<file path="config.mk">
export PLATFORM = sky130hd
export DESIGN_NAME = a2ba_ratio_div
export DESIGN_NICKNAME = d
export VERILOG_FILES = /design/src/rtl/atan2_binary_angle_macros.svh /design/src/rtl/a2ba_pkg.sv /design/src/rtl/a2ba_ratio_div.sv
export SDC_FILE = /design/constraint.sdc
export NUM_CORES = 2
export LEC_CHECK = 0
export BUFFER_PORTS_ARGS = -buffer_cell sky130_fd_sc_hd__buf_4
export CAP_MARGIN = 20
export CORE_MARGIN = 4
export CORE_UTILIZATION = 50
export DETAILED_ROUTE_END_ITERATION = 8
export PLACE_DENSITY = 0.68
export SLEW_MARGIN = 10
export SYNTH_ARGS = -nofsm -noshare
export SYNTH_HDL_FRONTEND = slang
export SYNTH_SLANG_ARGS = --single-unit
</file>
<file path="constraint.sdc">
create_clock -name clk_i -period 3.2 [get_ports clk_i]
set_clock_uncertainty 0.05 [all_clocks]
set_input_delay 0.32 -clock clk_i [delete_from_list [all_inputs] [get_ports clk_i]]
set_output_delay 0.32 -clock clk_i [all_outputs]
set_load 0.05 [all_outputs]
</file>
<file path="src/rtl/atan2_binary_angle_macros.svh">
// Assertion macros for the angle extractor.
`ifndef ATAN2_BINARY_ANGLE_MACROS_SVH
`define ATAN2_BINARY_ANGLE_MACROS_SVH
`ifndef ASSERT_OFF
`define A2BA_ASSERT(lbl, clk, rstn, prop) \
  lbl: assert property (@(posedge clk) disable iff (!rstn) prop) \
    else $error("assertion failed");
`define A2BA_ASSERT_NR(lbl, clk, prop) \
  lbl: assert property (@(posedge clk) prop) else $error("assertion failed");
`else
`define A2BA_ASSERT(lbl, clk, rstn, prop)
`define A2BA_ASSERT_NR(lbl, clk, prop)
`endif
`endif

</file>
<file path="src/rtl/a2ba_pkg.sv">
// Shared widths, constants, types and the Q30 multiply of the angle extractor.
package a2ba_pkg;
  localparam int IW = 16;
  localparam int MW = IW + 1;
  localparam int EW = IW + 2;
  localparam int QW = 31;
  localparam int DW = 30;
  localparam int AW = 17;

  localparam logic signed [AW-1:0] ANG_PI = AW'(32768);
  localparam logic signed [AW-1:0] ANG_HALF_PI = AW'(16384);
  localparam logic signed [AW-1:0] ANG_QUARTER_PI = AW'(8192);

  localparam logic [29:0] SCALE_Q16 = 30'd683565276;
  localparam logic [28:0] RAT_C_Q30 = 29'd300647711;
  localparam logic [30:0] ONE_Q30 = 31'd1073741824;
  localparam logic signed [32:0] POLY_C0 = 33'sd1073597943;
  localparam logic signed [32:0] POLY_C1 = -33'sd354656388;
  localparam logic signed [32:0] POLY_C2 = 33'sd193424926;
  localparam logic signed [32:0] POLY_C3 = -33'sd91410863;
  localparam logic signed [32:0] POLY_C4 = 33'sd22371508;

  typedef enum logic [1:0] {
    OFF_NONE  = 2'd0,
    OFF_PLUS  = 2'd1,
    OFF_MINUS = 2'd2
  } off_e;

  typedef struct packed {
    logic special;
    logic signed [AW-1:0] spec_angle;
    off_e off;
    logic yneg;
    logic neg;
  } side_t;

  function automatic logic signed [32:0] mulq(input logic signed [32:0] a,
                                              input logic [30:0] b);
    logic [31:0] am;
    logic [62:0] pr;
    logic [32:0] m;
    am = a[32] ? 32'(-a) : a[31:0];
    pr = 63'(am) * 63'(b);
    m = 33'(pr >> 30);
    return a[32] ? -$signed(m) : $signed(m);
  endfunction
endpackage

</file>
<file path="src/rtl/a2ba_ratio_div.sv">
// Pipelined restoring divider giving the folded ratio in Q1.30, one bit per stage.
module a2ba_ratio_div (
  input  logic                 clk_i,
  input  logic                 rst_ni,
  input  logic                 en_i,
  input  logic                 valid_i,
  input  logic [a2ba_pkg::MW-1:0] num_i,
  input  logic [a2ba_pkg::MW-1:0] den_i,
  input  a2ba_pkg::side_t      side_i,
  output logic                 valid_o,
  output logic [a2ba_pkg::QW-1:0] ratio_o,
  output a2ba_pkg::side_t      side_o
);
  import a2ba_pkg::*;

  logic [MW-1:0] rem_q [QW];
  logic [MW-1:0] den_q [QW];
  logic [QW-1:0] quo_q [QW];
  side_t side_q [QW];
  logic [QW-1:0] vld_q;

  logic [MW-1:0] rem_d [QW];
  logic [QW-1:0] quo_d [QW];

  always_comb begin
    for (int j = 0; j < QW; j++) begin
      logic [MW:0] t;
      logic [MW-1:0] dd;
      logic [QW-1:0] qq;
      if (j == 0) begin
        t = {1'b0, num_i};
        dd = den_i;
        qq = '0;
      end else begin
        t = {rem_q[j-1], 1'b0};
        dd = den_q[j-1];
        qq = quo_q[j-1];
      end
      if (t >= {1'b0, dd}) begin
        rem_d[j] = MW'(t - {1'b0, dd});
        quo_d[j] = {qq[QW-2:0], 1'b1};
      end else begin
        rem_d[j] = t[MW-1:0];
        quo_d[j] = {qq[QW-2:0], 1'b0};
      end
    end
  end

  always_ff @(posedge clk_i or negedge rst_ni) begin
    if (!rst_ni) begin
      vld_q <= '0;
    end else if (en_i) begin
      vld_q <= {vld_q[QW-2:0], valid_i};
    end
  end

  always_ff @(posedge clk_i) begin
    if (en_i) begin
      for (int j = 0; j < QW; j++) begin
        rem_q[j] <= rem_d[j];
        quo_q[j] <= quo_d[j];
        den_q[j] <= (j == 0) ? den_i : den_q[j-1];
        side_q[j] <= (j == 0) ? side_i : side_q[j-1];
      end
    end
  end

  assign valid_o = vld_q[QW-1];
  assign ratio_o = quo_q[QW-1];
  assign side_o = side_q[QW-1];
endmodule

</file>
== Word-level counts from Yosys, hierarchy flattened ==
Memories as Yosys holds them, arrays and structs flattened.
Index checks and enable logic that the tools add are counted.
Word-level totals
  word-level logic and storage cells: 131
  flip-flop bits (word level): 31
  memory bits (writable): 2697
  bits of input ports: 60
  memories kept: 4
  output and inout bits: 54
Cells by class
  order comparisons: 31
  mux-type cells: 64
  add/subtract/negate cells: 31
Memories
  quo_q: words 31, bits a word 31, rd ports 31, clocked after Yosys merged registers in 0, write ports 31, line a2ba_ratio_div.sv:18  | logic [QW-1:0] quo_q [QW];
  side_q: words 31, bits a word 22, rd ports 31, clocked after Yosys merged registers in 0, write ports 31, line a2ba_ratio_div.sv:19  | side_t side_q [QW];
  den_q: words 31, bits a word 17, rd ports 30, clocked after Yosys merged registers in 0, write ports 31, line a2ba_ratio_div.sv:17  | logic [MW-1:0] den_q [QW];
  rem_q: words 31, bits a word 17, rd ports 30, clocked after Yosys merged registers in 0, write ports 31, line a2ba_ratio_div.sv:16  | logic [MW-1:0] rem_q [QW];
Operators with widths (number)
  $ge A18 B17 Y1: 30
  $mux W17: 31
  $sub A17 B17 Y17: 31
  $mux W1: 33
  $ge A17 B17 Y1: 1

== Depth between registers and ports, before layout ==
An unclocked memory read counts as a cell.
  word-level depth: 3
  mapped depth: 12

== Worst setup path after synthesis ==
No wires, ideal clock.
  path type: flip-flop to flip-flop
  start: memory rem_q[0][205] in the netlist's numbering
  end: memory rem_q[0][231] in the netlist's numbering, data pin
  data required time: 2890 ps
  arrival: 2774 ps
  path buffers: 1
  stages on the path, launching flop included: 11
  setup slack: 117 ps
  period minus slack after synthesis: 3083 ps
  library setup time: 260 ps
  cell sequence: edfxtp_1 > ha_1 > nor2b_1 > o21ai_1 > a21boi_1 > o31ai_1 > a31o_2 > a21oi_1 > a2111oi_4 > buf_6 > mux2_2
RTL lines (line)
  from (decl): a2ba_ratio_div.sv:16

==> metrics.md <==
| Metric | Value |
|---|---|
| Final min period | `3090 ps` |
| Cell taking the most area after synthesis | `edfxtp_1` |
| IO Count | `114` |
| Largest net degree at the start of global routing | `131` |
| Latest clock arrival within the worst-skew pair | `860 ps` |
| Vias after detailed routing | `53,856` |
| Post-Synthesis Cells | `6,802` |
| Wirelength per Cell | `16.7 um` |
| Fmax | `0.323 GHz` |
| Main synth FF type | `edfxtp_1` |
| Synth-to-Final Area Change | `14.5%` |
| Most frequent cells in the layout | `2,198 x edfxtp_1, 657 x inv_1, 523 x ha_1` |
| Period utilization | `96.6%` |
| Ys async rst share | `1.39%` |
| Pwr per Cell Area | `923 mW/mm^2` |
| IR drop worst, VDD | `545 uV` |
| Final slew viol count | `0` |
| Clock buffer depth | `3` |
| Die height | `452 um` |
| Ys Warns | `0` |
| Vias/cell | `5.31` |
| CTS tree | `built` |
| CTS sink cnt | `2,229` |
| Final hold violations | `0` |
| Fillers | `15,045` |
| Clk slew on worst S/H paths | `60 ps` |
| Worst Hold Class | `in -> reg` |
| Worst endpoint required time | `3760 ps` |
| Port bufs | `113` |
| Leakage power | `43.4 nW` |
| Hold slack | `137 ps` |
| Placed cell areas | `0.104 sq mm` |
| First-pass GRT wire length | `278,000 um` |
| Worst EP arrival | `3650 ps` |
| Cells after DPL | `9,642` |
| Outcome | `finished clean` |
| Worst Slack Setup Final | `108 ps` |
| Post-synth EDFFs | `2,198` |
| Die width | `452 um` |
| Routability cong. | `0.857` |
| Share of the synthesized area in the top cell type | `67.1%` |
| Crit path capture type | `flop` |
| Setup Total Neg Slack | `0 ps` |
| Count of different cell masters after synthesis | `76` |
| Root buffer cell | `clkbuf_16` |
| Syn avg cell area | `14.5 sq um` |
| Critical path type | `reg -> reg` |
| Vias in the first global route | `54,399` |
| FF+latch count, synth | `2,229` |
| Post-Syn Area | `0.0984 sq mm` |
| Mapped Nets | `7,418` |
| DR DRC count | `0` |
| Critical Path Fanout Max | `8` |
| Layout Cells excl Fill | `10,142` |
| Final nets | `7,941` |
| Initial antenna violation count | `3` |
| Final Setup Violations | `0` |
| Final design area excluding fillers | `0.113 sq mm` |
| 1st-pass router iterations | `5` |
| Critical Path Source Type | `flop` |
| FP Rows | `162` |
| Die area | `0.204 sq mm` |
| DRT iter0 DRCs | `3,643` |
| Pre-CTS setup slack | `-82.7 ps` |
| Total core area | `0.195 sq mm` |
| Global Route Usage Sum | `16.5%` |
| Commonest non-fill, non-tap cell in the layout | `edfxtp_1` |
| Max Cap Viol | `0` |
| Slew margin rel. | `53.7%` |
| Pin slew with the least headroom to its limit | `677 ps` |
| Total CTS buffers | `230` |
| HPWL after DPL | `115,000 um` |
| Post-route ant nets | `0` |
| Share of layout cells above drive strength 1 | `14.2%` |
| Htree depth | `4` |
| Core Util, Final | `57.7%` |
| Final WL | `169,000 um` |
| Starting Density | `50.4%` |
| Grt total ovfl | `0` |
| Sequential area share after synthesis | `67.9%` |
| Largest cells by area after synthesis | `edfxtp_1 67%, ha_1 6.7%, mux2_2 3.8%` |
| Tot Pwr | `104 mW` |
[final cells by class]
| cell class | count | area [sq um] | area share, % |
|---|---|---|---|
| sequential | 2229 | 66800 | 59.3 |
| multi-input combinational | 3841 | 29000 | 25.7 |
| clock buffer | 274 | 5990 | 5.32 |
| timing repair buffer | 364 | 3500 | 3.11 |
| tap | 2624 | 3280 | 2.92 |
| inverter | 659 | 2470 | 2.20 |
| clock inverter | 150 | 1600 | 1.42 |
| antenna | 1 | 2.50 | 0.00222 |
[registers in the layout, summed over array words and instances (netlist names)]
register	flops
side_q	682
den_q	510
rem_q	510
quo_q	496
vld_q	31
[worst max-delay path, cell delays in order (launching register included)]
cell	delay [ps]
edfxtp_1	430
ha_4	280
nor2b_1	130
o21ai_1	190
a21boi_2	100
o31ai_2	250
buf_4	180
a31o_2	160
a21oi_2	70
a2111oi_4	320
buf_4	200
clkbuf_16	160
mux2_2	330
[cell usage after synthesis (22+ instances only)]
| cell type | instances |
|---|---|
| edfxtp_1 | 2198 |
| o21a_1 | 103 |
| o21ai_0 | 299 |
| xnor2_1 | 224 |
| o31ai_1 | 46 |
| mux2i_1 | 30 |
| fa_1 | 30 |
| buf_2 | 22 |
| a21o_1 | 134 |
| and3_1 | 31 |
| clkbuf_1 | 33 |
| o211ai_1 | 22 |
| nor3_1 | 128 |
| xor2_1 | 142 |
| inv_1 | 658 |
| or2_2 | 30 |
| nor2_1 | 353 |
| nor2b_1 | 85 |
| a21boi_0 | 34 |
| and2_1 | 24 |
| nand2b_1 | 69 |
| dfrtp_1 | 31 |
| a31oi_1 | 47 |
| nand2_1 | 308 |
| nand4_1 | 50 |
| ha_1 | 526 |
| a21oi_1 | 400 |
| or3_1 | 31 |
| mux2_2 | 336 |
| a211oi_1 | 37 |
| nand3_1 | 72 |
[final timing paths]
kind                            endpoint  depth (start not counted)  slack [ps]          start
hold / removal              side_q[0][3]                          2         140      side_i[3]
max in group asynchronous      vld_q[10]                          4        2470         rst_ni
setup reg to reg           rem_q[0][236]                         12         110  rem_q[0][205]
setup / recovery           rem_q[0][236]                         12         110  rem_q[0][205]
min in group asynchronous       vld_q[1]                          4         460         rst_ni
hold reg to reg            quo_q[0][348]                          0         330  quo_q[0][316]
[cell families (layout without fill, tap and decap cells)]
| kind of cell | count (synthesis) | count (layout) | share of synthesized area [%] |
|---|---|---|---|
| and+or+nand+nor | 1241 | 1241 | 6.05 |
| adders and majority gates | 556 | 556 | 7.30 |
| buffers and inverters | 732 | 1447 | 2.86 |
| xor gates and xnor gates | 366 | 366 | 3.26 |
| DFF | 2229 | 2229 | 67.9 |
| other | 0 | 1 | 0 |
| muxes | 366 | 366 | 4.15 |
| AOI/OAI and AO/OA | 1312 | 1312 | 8.49 |
[layer usage]
metal  track usage, %  wire length [um]
met2             27.6             81400
met3             2.59              6180
met4             5.06              4160
met5                0                 0
met1             22.3             77200
[where the power goes]
part	switching, mW	leakage, nW	internal, mW	total (mW)
Clock	11.1	3.66	15.1	26.2
Combinational	18.4	17.9	17.0	35.5
Sequential	2.70	21.9	39.5	42.2
Total	32.2	43.4	71.7	104
[timing repair]
action	4_1_cts	5_1_grt
hold buffers	61	0
buffers inserted	0	11
gates cloned	0	1
pin swaps	0	12
hold endpoints to repair	117	0
gates resized for setup	4	49
endpoints found under the setup margin	13	257
Note: power is estimated with default switching activity, not from simulation.
