## src/rtl/atan2_binary_angle_macros.svh

```systemverilog
// Assertion macros for the angle extractor.
`ifndef ATAN2_BINARY_ANGLE_MACROS_SVH
`define ATAN2_BINARY_ANGLE_MACROS_SVH
`ifndef ASSERT_OFF
`define A2BA_ASSERT(lbl, clk, rstn, prop) \
  lbl: assert property (@(posedge clk) disable iff (!rstn) prop) \
    else $error("assertion failed");
`define A2BA_ASSERT_NR(lbl, clk, prop) \
  lbl: assert property (@(posedge clk) prop) else $error("assertion failed");
`else
`define A2BA_ASSERT(lbl, clk, rstn, prop)
`define A2BA_ASSERT_NR(lbl, clk, prop)
`endif
`endif

```

## src/rtl/a2ba_pkg.sv

```systemverilog
// Shared widths, constants, types and the Q30 multiply of the angle extractor.
package a2ba_pkg;
  localparam int IW = 16;
  localparam int MW = IW + 1;
  localparam int EW = IW + 2;
  localparam int QW = 31;
  localparam int DW = 30;
  localparam int AW = 17;

  localparam logic signed [AW-1:0] ANG_PI = AW'(32768);
  localparam logic signed [AW-1:0] ANG_HALF_PI = AW'(16384);
  localparam logic signed [AW-1:0] ANG_QUARTER_PI = AW'(8192);

  localparam logic [29:0] SCALE_Q16 = 30'd683565276;
  localparam logic [28:0] RAT_C_Q30 = 29'd300647711;
  localparam logic [30:0] ONE_Q30 = 31'd1073741824;
  localparam logic signed [32:0] POLY_C0 = 33'sd1073597943;
  localparam logic signed [32:0] POLY_C1 = -33'sd354656388;
  localparam logic signed [32:0] POLY_C2 = 33'sd193424926;
  localparam logic signed [32:0] POLY_C3 = -33'sd91410863;
  localparam logic signed [32:0] POLY_C4 = 33'sd22371508;

  typedef enum logic [1:0] {
    OFF_NONE  = 2'd0,
    OFF_PLUS  = 2'd1,
    OFF_MINUS = 2'd2
  } off_e;

  typedef struct packed {
    logic special;
    logic signed [AW-1:0] spec_angle;
    off_e off;
    logic yneg;
    logic neg;
  } side_t;

  function automatic logic signed [32:0] mulq(input logic signed [32:0] a,
                                              input logic [30:0] b);
    logic [31:0] am;
    logic [62:0] pr;
    logic [32:0] m;
    am = a[32] ? 32'(-a) : a[31:0];
    pr = 63'(am) * 63'(b);
    m = 33'(pr >> 30);
    return a[32] ? -$signed(m) : $signed(m);
  endfunction
endpackage

```

## src/rtl/a2ba_prep.sv

```systemverilog
// Input stage: special cases, octant fold and operand magnitudes for the ratio.
module a2ba_prep (
  input  logic                 clk_i,
  input  logic                 rst_ni,
  input  logic                 en_i,
  input  logic                 valid_i,
  input  logic [a2ba_pkg::IW-1:0] x_i,
  input  logic [a2ba_pkg::IW-1:0] y_i,
  output logic                 valid_o,
  output logic [a2ba_pkg::MW-1:0] num_o,
  output logic [a2ba_pkg::MW-1:0] den_o,
  output a2ba_pkg::side_t      side_o
);
  import a2ba_pkg::*;

  logic signed [EW-1:0] x, y, ax, ay, nv, dv;
  logic [MW-1:0] num_d, num_q, den_d, den_q;
  side_t side_d, side_q;
  logic valid_q;

  always_comb begin
    x = EW'($signed(x_i));
    y = EW'($signed(y_i));
    ax = x[EW-1] ? -x : x;
    ay = y[EW-1] ? -y : y;
    side_d.special = (y == '0);
    side_d.yneg = y[EW-1];
    if (x > 0) begin
      side_d.spec_angle = ANG_HALF_PI;
    end else if (x < 0) begin
      side_d.spec_angle = -ANG_HALF_PI;
    end else begin
      side_d.spec_angle = '0;
    end
    if (ax <= ay) begin
      nv = x;
      dv = y;
      side_d.off = OFF_NONE;
    end else if (x[EW-1] == y[EW-1]) begin
      nv = x - y;
      dv = x + y;
      side_d.off = OFF_PLUS;
    end else begin
      nv = x + y;
      dv = y - x;
      side_d.off = OFF_MINUS;
    end
    side_d.neg = nv[EW-1] ^ dv[EW-1];
    num_d = nv[EW-1] ? MW'(-nv) : MW'(nv);
    den_d = dv[EW-1] ? MW'(-dv) : MW'(dv);
    if (side_d.special) begin
      den_d = MW'(1);
    end
  end

  always_ff @(posedge clk_i or negedge rst_ni) begin
    if (!rst_ni) begin
      valid_q <= 1'b0;
    end else if (en_i) begin
      valid_q <= valid_i;
    end
  end

  always_ff @(posedge clk_i) begin
    if (en_i) begin
      num_q <= num_d;
      den_q <= den_d;
      side_q <= side_d;
    end
  end

  assign valid_o = valid_q;
  assign num_o = num_q;
  assign den_o = den_q;
  assign side_o = side_q;
endmodule

```

## config.mk

```make
export PLATFORM = sky130hd
export DESIGN_NAME = a2ba_prep
export DESIGN_NICKNAME = d
export VERILOG_FILES = /design/src/rtl/atan2_binary_angle_macros.svh /design/src/rtl/a2ba_pkg.sv /design/src/rtl/a2ba_prep.sv
export SDC_FILE = /design/constraint.sdc
export NUM_CORES = 1
export LEC_CHECK = 0
export ABC_CLOCK_PERIOD_IN_PS = 1900
export CAP_MARGIN = 10
export CORE_MARGIN = 8
export CORE_UTILIZATION = 50
export DETAILED_ROUTE_END_ITERATION = 16
export DONT_BUFFER_PORTS = 1
export SLEW_MARGIN = 20
export SYNTH_ARGS = -nofsm -noshare
export SYNTH_HDL_FRONTEND = slang
export SYNTH_SLANG_ARGS = --single-unit
```

## constraint.sdc

```tcl
create_clock -name clk_i -period 1.9 [get_ports clk_i]
set_input_delay 0.285 -clock clk_i [delete_from_list [all_inputs] [get_ports clk_i]]
set_output_delay 0.285 -clock clk_i [all_outputs]
set_load 0.02 [all_outputs]
```

**Word level (Yosys, flattened, before mapping)**

Index checks and enable logic that the tools add are counted.

- Add/subtract/negate cells: 7
- Order comparisons: 3
- Equal/unequal tests: 1
- Multiplexer cells: 10
- Bitwise operators: 1
- Reductions and logical operators: 1

Operators with widths:

| operator | count |
|---|---|
| two-way mux 18 bit | 6 |
| two-way mux 17 bit | 3 |
| negation 16 -> 18 bit | 2 |
| negation 17 bit | 2 |
| subtractor 16 x 16 -> 17 bit | 2 |
| less-or-equal comparator 18 bit | 1 |
| logical NOT 18 bit | 1 |
| adder 16 x 16 -> 17 bit | 1 |
| greater-than comparator 16 x 1 -> 1 bit (second input constant) | 1 |
| less-than comparator 16 x 1 -> 1 bit (second input constant) | 1 |
| two-way mux 2 bit | 1 |
| == test 1 bit | 1 |
| bitwise XOR 1 bit | 1 |

- Bits in registers: 57
- Input bits: 36
- Word-level logic and storage cells: 31

**Logic depth before layout (Yosys ltp)**

- Depth after elaboration: 6
- Depth in mapped cells: 24
- Mapped depth without buffers: 21

**Worst setup path after synthesis**

No wires, ideal clock.

- Path type: input to register
- Start point: input port x_i[2] (netlist name)
- End point: register den_q[14], in the netlist den_o[14], data pin
- Arrival: 4511 ps
- Data required time: 1646 ps
- Setup slack: -2866 ps
- Cell stages on the path: 21
- Buffers on the path: 4
- Cells stage by stage: nor4_1 nand2_1 o21ai_0 xnor2_1 ha_1 a211oi_1 nor2_1 a2111oi_2 o2111ai_2 and2_4 buf_6 buf_6 buf_2 buf_1 o21ai_0 ha_1 inv_1 a2111oi_4 a31oi_1 xor2_1 nor2_1

- Longest elaborated chain between the ends: 6
- Elaborated cells on any way between the ends: 9

RTL lines:

| element | RTL line | text |
|---|---|---|
| start, declared | a2ba_prep.sv:7 | `input logic [a2ba_pkg::IW-1:0] x_i,` |
| negation 16 -> 18 bit | a2ba_prep.sv:24 | `ax = x[EW-1] ? -x : x;` |
| two-way mux 18 bit | a2ba_prep.sv:24 |  |
| less-or-equal comparator 18 bit | a2ba_prep.sv:35 | `if (ax <= ay) begin` |
| two-way mux 18 bit * | a2ba_prep.sv:35 |  |
| negation 17 bit | a2ba_prep.sv:50 | `den_d = dv[EW-1] ? MW'(-dv) : MW'(dv);` |
| two-way mux 17 bit * | a2ba_prep.sv:50 |  |
| end signal, assigned | a2ba_prep.sv:67 | `den_q <= den_d;` |
| end, declared | a2ba_prep.sv:17 | `logic [MW-1:0] num_d, num_q, den_d, den_q;` |

Every way passes the cells marked *; elsewhere a longest branch is shown, timed or not.
A chain may end at the register's enable or synchronous reset.

**Worst setup path after layout**

- Start point: input port x_i[4] (netlist name)
- End point: register num_q[14], in the netlist num_o[14], data pin

- Longest elaborated chain between the ends: 6
- Elaborated cells on any way between the ends: 9

RTL lines:

| element | RTL line | text |
|---|---|---|
| negation 16 -> 18 bit | a2ba_prep.sv:24 |  |
| two-way mux 18 bit | a2ba_prep.sv:24 |  |
| less-or-equal comparator 18 bit | a2ba_prep.sv:35 |  |
| two-way mux 18 bit * | a2ba_prep.sv:35 |  |
| negation 17 bit | a2ba_prep.sv:49 | `num_d = nv[EW-1] ? MW'(-nv) : MW'(nv);` |
| two-way mux 17 bit * | a2ba_prep.sv:49 |  |
| via num_d[14] | a2ba_prep.sv:17 |  |
| end signal, assigned | a2ba_prep.sv:66 | `num_q <= num_d;` |
| end, declared | a2ba_prep.sv:17 |  |

Mark *: on every way through the listed nets, which the timed path passes. The rest lies on a longest branch.

==> results summary <==
The maximum clock frequency came out at 256 MHz. During synthesis, Yosys emitted a total of 0 warnings. At the end of routability-driven placement, the weighted congestion stood at 1.04. The number of different library cells used by synthesis comes to 80.

The class of the most critical setup path is input port to register. The total power per unit cell area is 723 nW/um2. The H-tree was split into 2 levels. Sorting the synthesized cells by how often they occur yields 82 x nor2_1, 73 x a21oi_1, 69 x ha_1. The min-delay analysis places its worst path in the category input port to register. The combined area of all synthesized cells came out at 6300 um2. The detailed-route via count is 6950.

The clock net sink count is 42. The top fanout value on the critical path came out at 11. The number of antenna diodes in the final layout is 0. In the final layout, the share of cells above drive strength 1 is 0.363. Setup violations remaining at the end of the flow were counted as 36. The initial antenna violation count came to 0. The core region is 12500 um2.

The height of the die is 128 um. The tool flagged a number of max-cap violations equal to 0. The later pin in the worst-skew pair is clocked with a latency of 0.28 ns.

On the final layout, the worst hold slack is 0.0989 ns. The number of buffers between clock root and the deepest sink came out at 2. In this run, synthesis inferred 41 flip-flops with an integrated enable. The worst setup timing slack at the placement stage came out at -2.16 ns. Of the synthesized area, sequential elements account for 0.199. The per-cell routed wire length came out at 19.7 um. In this run the mean area of a mapped cell was 8.00 um2. The signal arrival time at the worst endpoint is 3.94 ns.

Among all flip-flop cells after synthesis, the most frequent one is edfxtp_1. The clock input transition at the sequential cells of the worst setup and hold paths came out at 0.06 ns. During placement, the flow inserted port buffers numbering 0. The via count of the first global-routing pass was 6706.

The setup slack after layout came out at -2.01 ns. The number of DRC violations after detailed-routing iteration 0 is 534. The worst setup path is launched from an input port. The checks that failed: setup timing. The DRC violation count after routing is 0. The tree is rooted in a clkbuf_16. The HPWL after detailed placement is 18900 um.

The average vias per placed instance is 5.80. The largest area contributor in the netlist is edfxtp_1. The flow ran to the end, but the final reports show violations. For this design the static power due to leakage is 0.00402 uW. The cell depth of the worst flop-to-flop path came out at 1. Among all cell types in the netlist, the one instantiated most often is nor2_1. The transition time at the pin with the least slew margin came out at 0.584 ns. The cell count after synthesis came out at 787.

TritonCTS built the clock tree. The starting utilization of the core area is 0.505. Ranked by total cell area, the synthesized netlist is headed by edfxtp_1 20%, ha_1 14%, xnor2_1 8.8%, a21oi_1 5.8%, nor2_1 4.9%. The worst-case vdd ir drop is 0.394 mV. The worst pin sits at a relative slew slack of 0.608.

The total count of hold-check failures in the final report was 0. The number of pins with negative max-slew slack in the final report was 0. The total track usage came out at 0.280. The worst setup path is captured at a register.

Setup repair after global routing could not meet its margin everywhere. The number of buffers inserted during clock tree synthesis is 5. The smallest clock period supported by the final layout is computed as 3.91 ns. The total congestion overflow after global routing is 0. The count of standard-cell rows is 41.

Dividing the final minimum period by the clock period gives 2.06. The floorplan step defined a die boundary enclosing 16400 um2. The register bit total from synthesis came out at 42.

Between clock sinks in the finished design, the worst skew comes to 0 ns. The global-route wire length before repair came out at 35800 um. The synthesis-to-layout area growth is 45.1%. At the worst endpoint, the required time is 1.93 ns. Wires add up to 23600 um. The length of the first detailed-routing pass in iterations is 5.

The final-stage net count is 1133. The die width is 128 um. The area share of the leading cell type in the synthesized netlist is 0.195. The async set or reset register ratio after synthesis came out at 0.0238. In this run the remaining antenna-violating nets after routing total 0.

93 I/O pins were placed. The pin count of the biggest net entering global routing came out at 43. Along the worst hold path, the cell count comes to 0.
## power breakdown
part | internal (uW) | switching [uW] | leakage, uW
Combinational | 1890 | 1960 | 0.00352
Clock | 747 | 311 | 0.0000915
Sequential | 1350 | 354 | 0.000412
## registers in the layout (all words and copies together) (netlist names)
name     cells
den_o       17
num_o       17
side_o       7
valid_o      1
## repair_timing
action	in CTS	in global routing
resized for setup	65	32
buffers inserted	33	11
pin swaps	23	17
gates cloned	1	1
hold buffers	1	0
endpoints found under the hold margin	1	0
endpoints found under the setup margin	36	37
## final cells by class
class	instances	area [um2]
Multi-Input combinational cell	652	5070
Inverter	58	251
Clock buffer	5	125
Tap cell	172	215
Sequential cell	42	1260
Timing Repair Buffer	266	2160
Fill cell	965	3330
Clock inverter	3	63.8
## metrics by stage
stage	instances	utilization	cell area, um2	TNS (ns)	power, uW
global route	1198	0.733	9140	-69.07	6940
detailed placement	1163	0.663	8260	-69.93	5020
global placement	1163	0.663	8260	-65.61	4950
CTS	1206	0.726	9050	-57.66	6340
finish	1198	0.733	9140	-62.51	6610
floorplan	804	-	6640	-60.44	3720
## critical path: stages
cell,delay (ns)
nor4_4,0.38
buf_4,0.20
nand4_1,0.22
o31ai_2,0.36
xnor2_1,0.14
ha_1,0.30
nand4_1,0.17
nor2_1,0.14
inv_1,0.07
o2111ai_4,0.26
nand2_2,0.12
buf_12,0.17
a2111oi_4,0.31
buf_4,0.19
nor3_4,0.04
buf_12,0.14
buf_4,0.13
a41oi_2,0.21
xnor2_1,0.12
## cells in the final DEF (no fill, tap or decap), types with 9 or more instances in the layout
cell type and instances:
buf_4 241, nor2_1 73, ha_1 66, a21oi_1 64
xnor2_1 61, inv_1 51, nand2_1 48, edfxtp_1 41
o21ai_0 39, nor3_1 21, nand3_1 20, conb_1 19
buf_6 17, xor2_1 16, o31ai_1 9, mux2i_1 9
## metal layers
| layer | vias to the layer above | part of all wire | GRT usage |
|---|---|---|---|
| met5 | - | 0 | 0 |
| met4 | 0 | 0.028 | 0.100 |
| met3 | 55 | 0.096 | 0.0449 |
| met2 | 363 | 0.45 | 0.455 |
| met1 | 3256 | 0.42 | 0.365 |
| li1 | 3276 | - | - |
## path summary, 6_finish.rpt
check                      slack (ns)                       end                 from
hold reg to reg                  0.67       valid_o$_DFFE_PN0P_  valid_o$_DFFE_PN0P_
max in group asynchronous        1.59       valid_o$_DFFE_PN0P_               rst_ni
min in group asynchronous        0.21       valid_o$_DFFE_PN0P_               rst_ni
hold / removal                    0.1  side_o[19]$_SDFFCE_PN0P_              x_i[15]
setup / recovery                -2.01       num_o[14]$_DFFE_PP_               x_i[4]
setup reg to reg                 1.05       valid_o$_DFFE_PN0P_  valid_o$_DFFE_PN0P_
## cell families after synthesis
logic type               count (synthesis)  share of synthesized area
XOR/XNOR                                80                      0.112
adder cells (fa/ha/maj)                 72                      0.147
AND/OR/NAND/NOR                        243                      0.184
multiplexers                            13                     0.0213
other                                    2                    0.00119
buffers and inverters                  110                     0.0926
flip-flops                              42                      0.199
AO/OA/AOI/OAI                          225                      0.243
Power figures use the tool's default switching activity.
